===== src/rtl/cde_pkg.sv =====
// Package for the circular deque: transaction types, operation and status codes.
package cde_pkg;

   localparam int unsigned DataWidth = 32;

   // Operation codes carried in the request mode field
   localparam logic [1:0] MODE_PUSH_FRONT = 2'd0;
   localparam logic [1:0] MODE_PUSH_REAR  = 2'd1;
   localparam logic [1:0] MODE_POP_FRONT  = 2'd2;
   localparam logic [1:0] MODE_POP_REAR   = 2'd3;

   // Status codes returned with every response
   localparam logic [1:0] STATUS_OK        = 2'd0;
   localparam logic [1:0] STATUS_OVERFLOW  = 2'd1;
   localparam logic [1:0] STATUS_UNDERFLOW = 2'd2;

   typedef struct packed {
      logic [1:0]                  mode;
      logic signed [DataWidth-1:0] value;
   } req_type;

   typedef struct packed {
      logic signed [DataWidth-1:0] data;
      logic [1:0]                  status;
      logic                        is_empty;
      logic                        is_full;
   } rsp_type;

   // Per-cycle command broadcast to every cell of the chain
   typedef struct packed {
      logic shift_right;  // push at the front: every element moves one place back
      logic shift_left;   // pop at the front: every element moves one place forward
      logic push_rear;    // first empty cell takes the new element
      logic pop_rear;     // last occupied cell drops its element
   } cell_ctrl_type;

endpackage


===== src/rtl/cde_cell.sv =====
// One storage cell of the deque chain: an element, its occupied flag and neighbour hand-off.
module cde_cell (
   input  logic                                  clock,
   input  logic                                  reset,
   input  cde_pkg::cell_ctrl_type                ctrl,
   input  logic signed [cde_pkg::DataWidth-1:0]  push_value,
   input  logic signed [cde_pkg::DataWidth-1:0]  front_data,   // neighbour nearer the front
   input  logic                                  front_valid,
   input  logic signed [cde_pkg::DataWidth-1:0]  back_data,    // neighbour nearer the rear
   input  logic                                  back_valid,
   output logic signed [cde_pkg::DataWidth-1:0]  data,
   output logic                                  valid,
   output logic signed [cde_pkg::DataWidth-1:0]  rear_data     // own element if this is the rear
);

   logic signed [cde_pkg::DataWidth-1:0] data_ff, data_in;
   logic                                 valid_ff, valid_in;
   logic                                 is_rear;

   assign is_rear = valid_ff & ~back_valid;

   // Next contents from the broadcast command and the two neighbours
   always_comb begin
      data_in  = data_ff;
      valid_in = valid_ff;
      if (ctrl.shift_right) begin
         data_in  = front_data;
         valid_in = front_valid;
      end else if (ctrl.shift_left) begin
         data_in  = back_data;
         valid_in = back_valid;
      end else if (ctrl.push_rear) begin
         if (front_valid & ~valid_ff) begin
            data_in  = push_value;
            valid_in = 1'b1;
         end
      end else if (ctrl.pop_rear) begin
         if (is_rear) begin
            valid_in = 1'b0;
         end
      end
   end

   always_ff @(posedge clock) begin
      if (reset) begin
         valid_ff <= 1'b0;
      end else begin
         valid_ff <= valid_in;
      end
   end

   // Element store needs no reset
   always_ff @(posedge clock) begin
      data_ff <= data_in;
   end

   assign data      = data_ff;
   assign valid     = valid_ff;
   assign rear_data = is_rear ? data_ff : '0;

endmodule


===== src/rtl/circular_deque.sv =====
// Top level of the double-ended queue built as a chain of shifting cells.
//
// Usage: drive req_payload (mode, value) and raise start while busy is low;
// that edge accepts the transaction. Modes: push front, push rear, pop front,
// pop rear. Exactly one response follows for every transaction: rsp_valid is
// high for one cycle, the cycle after acceptance, with rsp_payload holding the
// popped element (zero unless a pop succeeds), a status (ok, overflow on a push
// into a full deque, underflow on a pop from an empty one) and the empty and
// full flags as they stand after the operation. Failed operations leave the
// contents untouched.
// A new transaction can be taken every cycle: each cell updates from its
// neighbours in the same edge, and the rear element is picked out by an
// AND-OR reduction over the cells' rear outputs.
// Element 0 of the chain is always the front; occupancy is a contiguous run
// of valid flags from the front.
// Reset (synchronous, active high) empties the deque; busy is high for the
// first cycle after reset and low from then on. The receiver cannot stall,
// so responses must be taken in the cycle they are shown.
module circular_deque #(
   parameter int unsigned DEPTH = 16
) (
   input  logic             clock,
   input  logic             reset,
   input  logic             start,
   output logic             busy,
   input  cde_pkg::req_type req_payload,
   output logic             rsp_valid,
   output cde_pkg::rsp_type rsp_payload
);

   localparam int unsigned DW = cde_pkg::DataWidth;

   logic                     busy_ff;
   logic                     accept;
   logic                     is_empty, is_full;
   logic                     is_push, op_ok;
   cde_pkg::cell_ctrl_type   ctrl;

   logic signed [DW-1:0]     cell_data [DEPTH];
   logic                     cell_valid [DEPTH];
   logic signed [DW-1:0]     cell_rear [DEPTH];
   logic signed [DW-1:0]     rear_value;

   logic                     rsp_valid_ff;
   logic signed [DW-1:0]     rsp_data_ff, rsp_data_in;
   logic [1:0]               rsp_status_ff, rsp_status_in;

   assign accept   = start & ~busy_ff;
   assign is_empty = ~cell_valid[0];
   assign is_full  = cell_valid[DEPTH-1];
   assign is_push  = (req_payload.mode == cde_pkg::MODE_PUSH_FRONT) ||
                     (req_payload.mode == cde_pkg::MODE_PUSH_REAR);
   assign op_ok    = is_push ? ~is_full : ~is_empty;

   // Command decode for the cell chain
   always_comb begin
      ctrl = '0;
      if (accept && op_ok) begin
         unique case (req_payload.mode)
            cde_pkg::MODE_PUSH_FRONT: ctrl.shift_right = 1'b1;
            cde_pkg::MODE_PUSH_REAR:  ctrl.push_rear   = 1'b1;
            cde_pkg::MODE_POP_FRONT:  ctrl.shift_left  = 1'b1;
            cde_pkg::MODE_POP_REAR:   ctrl.pop_rear    = 1'b1;
            default:                  ctrl = '0;
         endcase
      end
   end

   // Chain of cells, front at index 0
   for (genvar i = 0; i < DEPTH; i++) begin : g_cell
      logic signed [DW-1:0] front_d, back_d;
      logic                 front_v, back_v;

      if (i == 0) begin : g_head
         assign front_d = req_payload.value;
         assign front_v = 1'b1;
      end else begin : g_mid
         assign front_d = cell_data[i-1];
         assign front_v = cell_valid[i-1];
      end

      if (i == DEPTH-1) begin : g_tail
         assign back_d = '0;
         assign back_v = 1'b0;
      end else begin : g_inner
         assign back_d = cell_data[i+1];
         assign back_v = cell_valid[i+1];
      end

      cde_cell u_cell (
         .clock       (clock),
         .reset       (reset),
         .ctrl        (ctrl),
         .push_value  (req_payload.value),
         .front_data  (front_d),
         .front_valid (front_v),
         .back_data   (back_d),
         .back_valid  (back_v),
         .data        (cell_data[i]),
         .valid       (cell_valid[i]),
         .rear_data   (cell_rear[i])
      );
   end

   // At most one cell is the rear, so an OR reduction selects it
   always_comb begin
      rear_value = '0;
      for (int i = 0; i < DEPTH; i++) begin
         rear_value = rear_value | cell_rear[i];
      end
   end

   // Response data and status
   always_comb begin
      rsp_data_in   = '0;
      rsp_status_in = cde_pkg::STATUS_OK;
      if (!op_ok) begin
         rsp_status_in = is_push ? cde_pkg::STATUS_OVERFLOW : cde_pkg::STATUS_UNDERFLOW;
      end else if (req_payload.mode == cde_pkg::MODE_POP_FRONT) begin
         rsp_data_in = cell_data[0];
      end else if (req_payload.mode == cde_pkg::MODE_POP_REAR) begin
         rsp_data_in = rear_value;
      end
   end

   always_ff @(posedge clock) begin
      if (reset) begin
         busy_ff      <= 1'b1;
         rsp_valid_ff <= 1'b0;
      end else begin
         busy_ff      <= 1'b0;
         rsp_valid_ff <= accept;
      end
   end

   always_ff @(posedge clock) begin
      if (accept) begin
         rsp_data_ff   <= rsp_data_in;
         rsp_status_ff <= rsp_status_in;
      end
   end

   // Flags come straight from the cells: in the response cycle they hold the post-step state
   assign busy                 = busy_ff;
   assign rsp_valid            = rsp_valid_ff;
   assign rsp_payload.data     = rsp_data_ff;
   assign rsp_payload.status   = rsp_status_ff;
   assign rsp_payload.is_empty = is_empty;
   assign rsp_payload.is_full  = is_full;

   // Occupancy must stay a contiguous run from the front
   logic occupancy_ok;
   always_comb begin
      occupancy_ok = 1'b1;
      for (int i = 1; i < DEPTH; i++) begin
         if (cell_valid[i] && !cell_valid[i-1]) begin
            occupancy_ok = 1'b0;
         end
      end
   end

   a_occupancy_contiguous: assert property (@(posedge clock) disable iff (reset)
      occupancy_ok)
      else $error("deque occupancy has a gap");

   a_not_empty_and_full: assert property (@(posedge clock) disable iff (reset)
      !(is_empty && is_full))
      else $error("deque flagged empty and full at once");

   a_one_response_per_transaction: assert property (@(posedge clock) disable iff (reset)
      accept |=> rsp_valid)
      else $error("accepted transaction produced no response");

   a_failed_op_zero_data: assert property (@(posedge clock) disable iff (reset)
      (rsp_valid && rsp_payload.status != cde_pkg::STATUS_OK) |-> (rsp_payload.data == '0))
      else $error("failed operation returned non-zero data");

   a_failed_op_keeps_state: assert property (@(posedge clock) disable iff (reset)
      (accept && !op_ok) |=> ($stable(is_empty) && $stable(is_full)))
      else $error("failed operation changed the occupancy");

endmodule

===== config.mk =====
export PLATFORM = sky130hd
export DESIGN_NAME = circular_deque
export DESIGN_NICKNAME = d
export VERILOG_FILES = /design/src/rtl/cde_pkg.sv /design/src/rtl/cde_cell.sv /design/src/rtl/circular_deque.sv
export SDC_FILE = /design/constraint.sdc
export NUM_CORES = 1
export LEC_CHECK = 0
export ABC_CLOCK_PERIOD_IN_PS = 8340
export BUFFER_PORTS_ARGS = -buffer_cell sky130_fd_sc_hd__buf_2
export CORE_MARGIN = 5
export CORE_UTILIZATION = 40
export DETAILED_ROUTE_END_ITERATION = 8
export PLACE_DENSITY = 0.66
export SLEW_MARGIN = 5
export SYNTH_ARGS = -nofsm -noshare
export SYNTH_HDL_FRONTEND = slang
export SYNTH_HIERARCHICAL = 1
export SYNTH_SLANG_ARGS = --single-unit

===== constraint.sdc =====
create_clock -name clock -period 8.34 [get_ports clock]
set_clock_uncertainty 0.05 [all_clocks]
set_input_delay 1.251 -clock clock [delete_from_list [all_inputs] [get_ports clock]]
set_output_delay 1.251 -clock clock [all_outputs]
set_load 0.02 [all_outputs]

==> impl_metrics.json <==
{
  "yosys-top-cells-area": "edfxtp_1 (48%), mux2i_1 (16%), and2_1 (9.4%), o21ai_1 (7.1%), nand2_1 (6.0%)",
  "multiInputGateArea_sq_um": 15940,
  "min_path_type": "flip-flop to flip-flop",
  "synth_top_cell_by_area": "edfxtp_1",
  "yosysTopAreaCellShare": 0.4823,
  "power_density_nw_per_um2": 170.0,
  "port_buffers": 74,
  "syn_inst": 3243,
  "antenna_found_initial": 12,
  "pre_cts_ws_ns": 3.327,
  "max_cap_viol_count": 0,
  "setup_slack_ns": 3.879,
  "cts_hold_buffers": 0,
  "die_area_sq_um": 90920,
  "r2r_start": "g_cell[0].u_cell/valid",
  "yosysUniqueCellTypes": 30,
  "fin_area_sq_um": 36840,
  "nNetsFinal": 3268,
  "grt_overflow_total": 0,
  "drtIter0Drc": 3353,
  "fin_crit_ns": 4.461,
  "cts_tree": "done",
  "r2r_slack_ns": 3.96,
  "antenna_left": 0,
  "max_freq_ghz": 0.2242,
  "synth_edf_count": 546,
  "syn_area_per_cell_sq_um": 10.48,
  "grtUsageTotal": 0.2121,
  "min_to": "g_cell[6].u_cell/data[31]",
  "layout_commonest_cell": "edfxtp_1",
  "std_cell_rows": 107,
  "routed_wirelength_um": 99860,
  "yosys_warnings": 6,
  "drv_slew": 0,
  "synthToLayoutAreaGrowth_pct": 8.377,
  "die_w_um": 301.5,
  "first_pass_iters": 8,
  "io_pins": 75,
  "path_max_fanout": 45,
  "vias_per_cell": 5.709,
  "start_util": 0.4011,
  "seq_area_frac_synth": 0.4929,
  "grt_max_degree": 249,
  "status": "completed",
  "finalNonFillerCells": 4426,
  "finalSetupViolations": 0,
  "reg2reg_depth": 8,
  "fin_tns_setup_ns": 0,
  "worstReg2RegEnd": "g_cell[12].u_cell/data[25]",
  "postCtsSetupBuffers": 0,
  "hp-start": "g_cell[5].u_cell/data[31]",
  "hold-worst-slack_ns": 0.5275,
  "gp_congestion": 0.7727,
  "cts_buffer_depth": 3,
  "register_area_sq_um": 16760,
  "grt_first_pass_wirelength_um": 148200,
  "layout_common_cells": "edfxtp_1 (546), nand2_1 (544), mux2i_1 (528)",
  "fillers": 8063,
  "fp.dieH_um": 301.5,
  "synth_flop_cell": "edfxtp_1",
  "num_vias": 25267,
  "ys_ff_latch": 564,
  "power_leakage_nw": 11.23,
  "clock-root-buffer": "clkbuf_16",
  "postPlaceCellArea_sq_um": 34980,
  "drc": 0,
  "async_flop_share": 0,
  "clk_latency_ns": 0.64,
  "syn_area_sq_um": 34000,
  "core_sq_um": 84750,
  "critPathCaptureType": "flip-flop",
  "grt_pass1_vias": 23063,
  "post_drt_wl_per_cell_um": 22.56,
  "critPathArrivalTime_ns": 4.65,
  "ctsResizeCount": 0,
  "htreeDepth": 2,
  "finalCritPeriodShare": 0.5349,
  "max-vdd-ir-drop_v": 0.0001339,
  "relSlewSlack": 0.1288,
  "cts_num_sinks": 564,
  "start_kind": "primary input",
  "numCtsBuffers": 59,
  "hpwl_um": 51820,
  "drive_gt1_frac": 0.09310,
  "dp_cells": 4314,
  "rsz0062_at_grt": "false",
  "cp.required_ns": 8.53,
  "hold_viol_final": 0,
  "worst-setup-path-type": "primary input to flip-flop",
  "path_clk_slew_ns": 0.06,
  "worstHoldPathCells": 2,
  "worst_pin_slew_ns": 1.307
}
-- logic make-up after synthesis --
family,Yosys count,share of synthesized area
AOI/OAI and AO/OA,592,0.09636
other,2,0.0002209
and+or+nand+nor,1290,0.1997
muxes,544,0.1625
buffers and inverters,251,0.04833
DFF,564,0.4929
-- metal layers --
metal,share of wire,global-route usage,vias up
li1,-,-,11642
met1,0.44,0.3200,12231
met2,0.42,0.3074,1212
met3,0.11,0.04197,178
met4,0.032,0.06441,4
met5,0.00025,0,-
-- worst max-delay path by stage --
stage / start / to / slack, ns / depth (start not counted)
4_1_cts: req_payload[33] / g_cell[12].u_cell/data[25] / 3.98 / 8
3_3_place_gp: req_payload[33] / g_cell[12].u_cell/data[30] / 3.35 / 8
5_1_grt: req_payload[33] / g_cell[5].u_cell/data[29] / 3.80 / 8
3_5_place_dp: req_payload[33] / g_cell[12].u_cell/data[30] / 3.33 / 8
6_report: req_payload[33] / g_cell[12].u_cell/data[25] / 3.88 / 8
2_1_floorplan: start / g_cell[0].u_cell/data[0] / 0.66 / 4
-- critical path, cell delays in order --
cell and delay, ns:
buf_2 0.14, nor3b_4 0.18, buf_4 0.62, and2_4 0.74
buf_4 0.69, nor2_1 0.21, o21ai_4 0.11, buf_4 0.65
-- per-stage QoR --
step	utilization	total power, mW
after floorplan	-	3.547
after global placement	0.4127	3.683
after detailed placement	0.4127	3.695
after CTS	0.4346	6.309
after global routing	0.4347	6.481
final	0.4347	6.265
-- synth_stat cells (16+ instances only) --
master     count
mux2i_1      528
and2_1       513
nand2b_1      17
buf_6         71
nand2_1      544
o21ai_1      480
a22o_2        26
clkbuf_2      48
clkbuf_1      32
nor2_1        17
o21ai_0       48
nand4bb_1     16
inv_1         18
o211ai_1      16
o211ai_2      16
dfxtp_1       18
nand4_1       32
nor4_1       129
edfxtp_1     546
mux2_4        16
buf_2         80
and2b_1       16
-- report_power, final --
group          internal [mW]  leakage (nW)  total (mW)  switching [mW]
logic                  0.134          5.20       0.404           0.270
clock network           1.46         0.899        2.62            1.16
registers               3.19          5.13        3.24          0.0416
total                   4.79          11.2        6.26            1.47
-- state kept, by name, indices dropped and copies added, names as in the netlist --
| register | count |
|---|---|
| g_cell.u_cell/data | 512 |
| rsp_data_ff | 32 |
| g_cell.u_cell/valid | 16 |
| rsp_status_ff | 2 |
| busy | 1 |
| rsp_valid | 1 |
-- layout make-up --
type	count	share of cell area
flip-flops and latches	564	0.4548
clock buffers	70	0.04177
inverters	18	0.001834
repair buffers	125	0.02112
multi-input cells	2463	0.4327
well taps	1144	0.03885
clock inverters	36	0.008490
diodes	6	0.0004075
No activity file was read; power rests on OpenSTA's default activity.
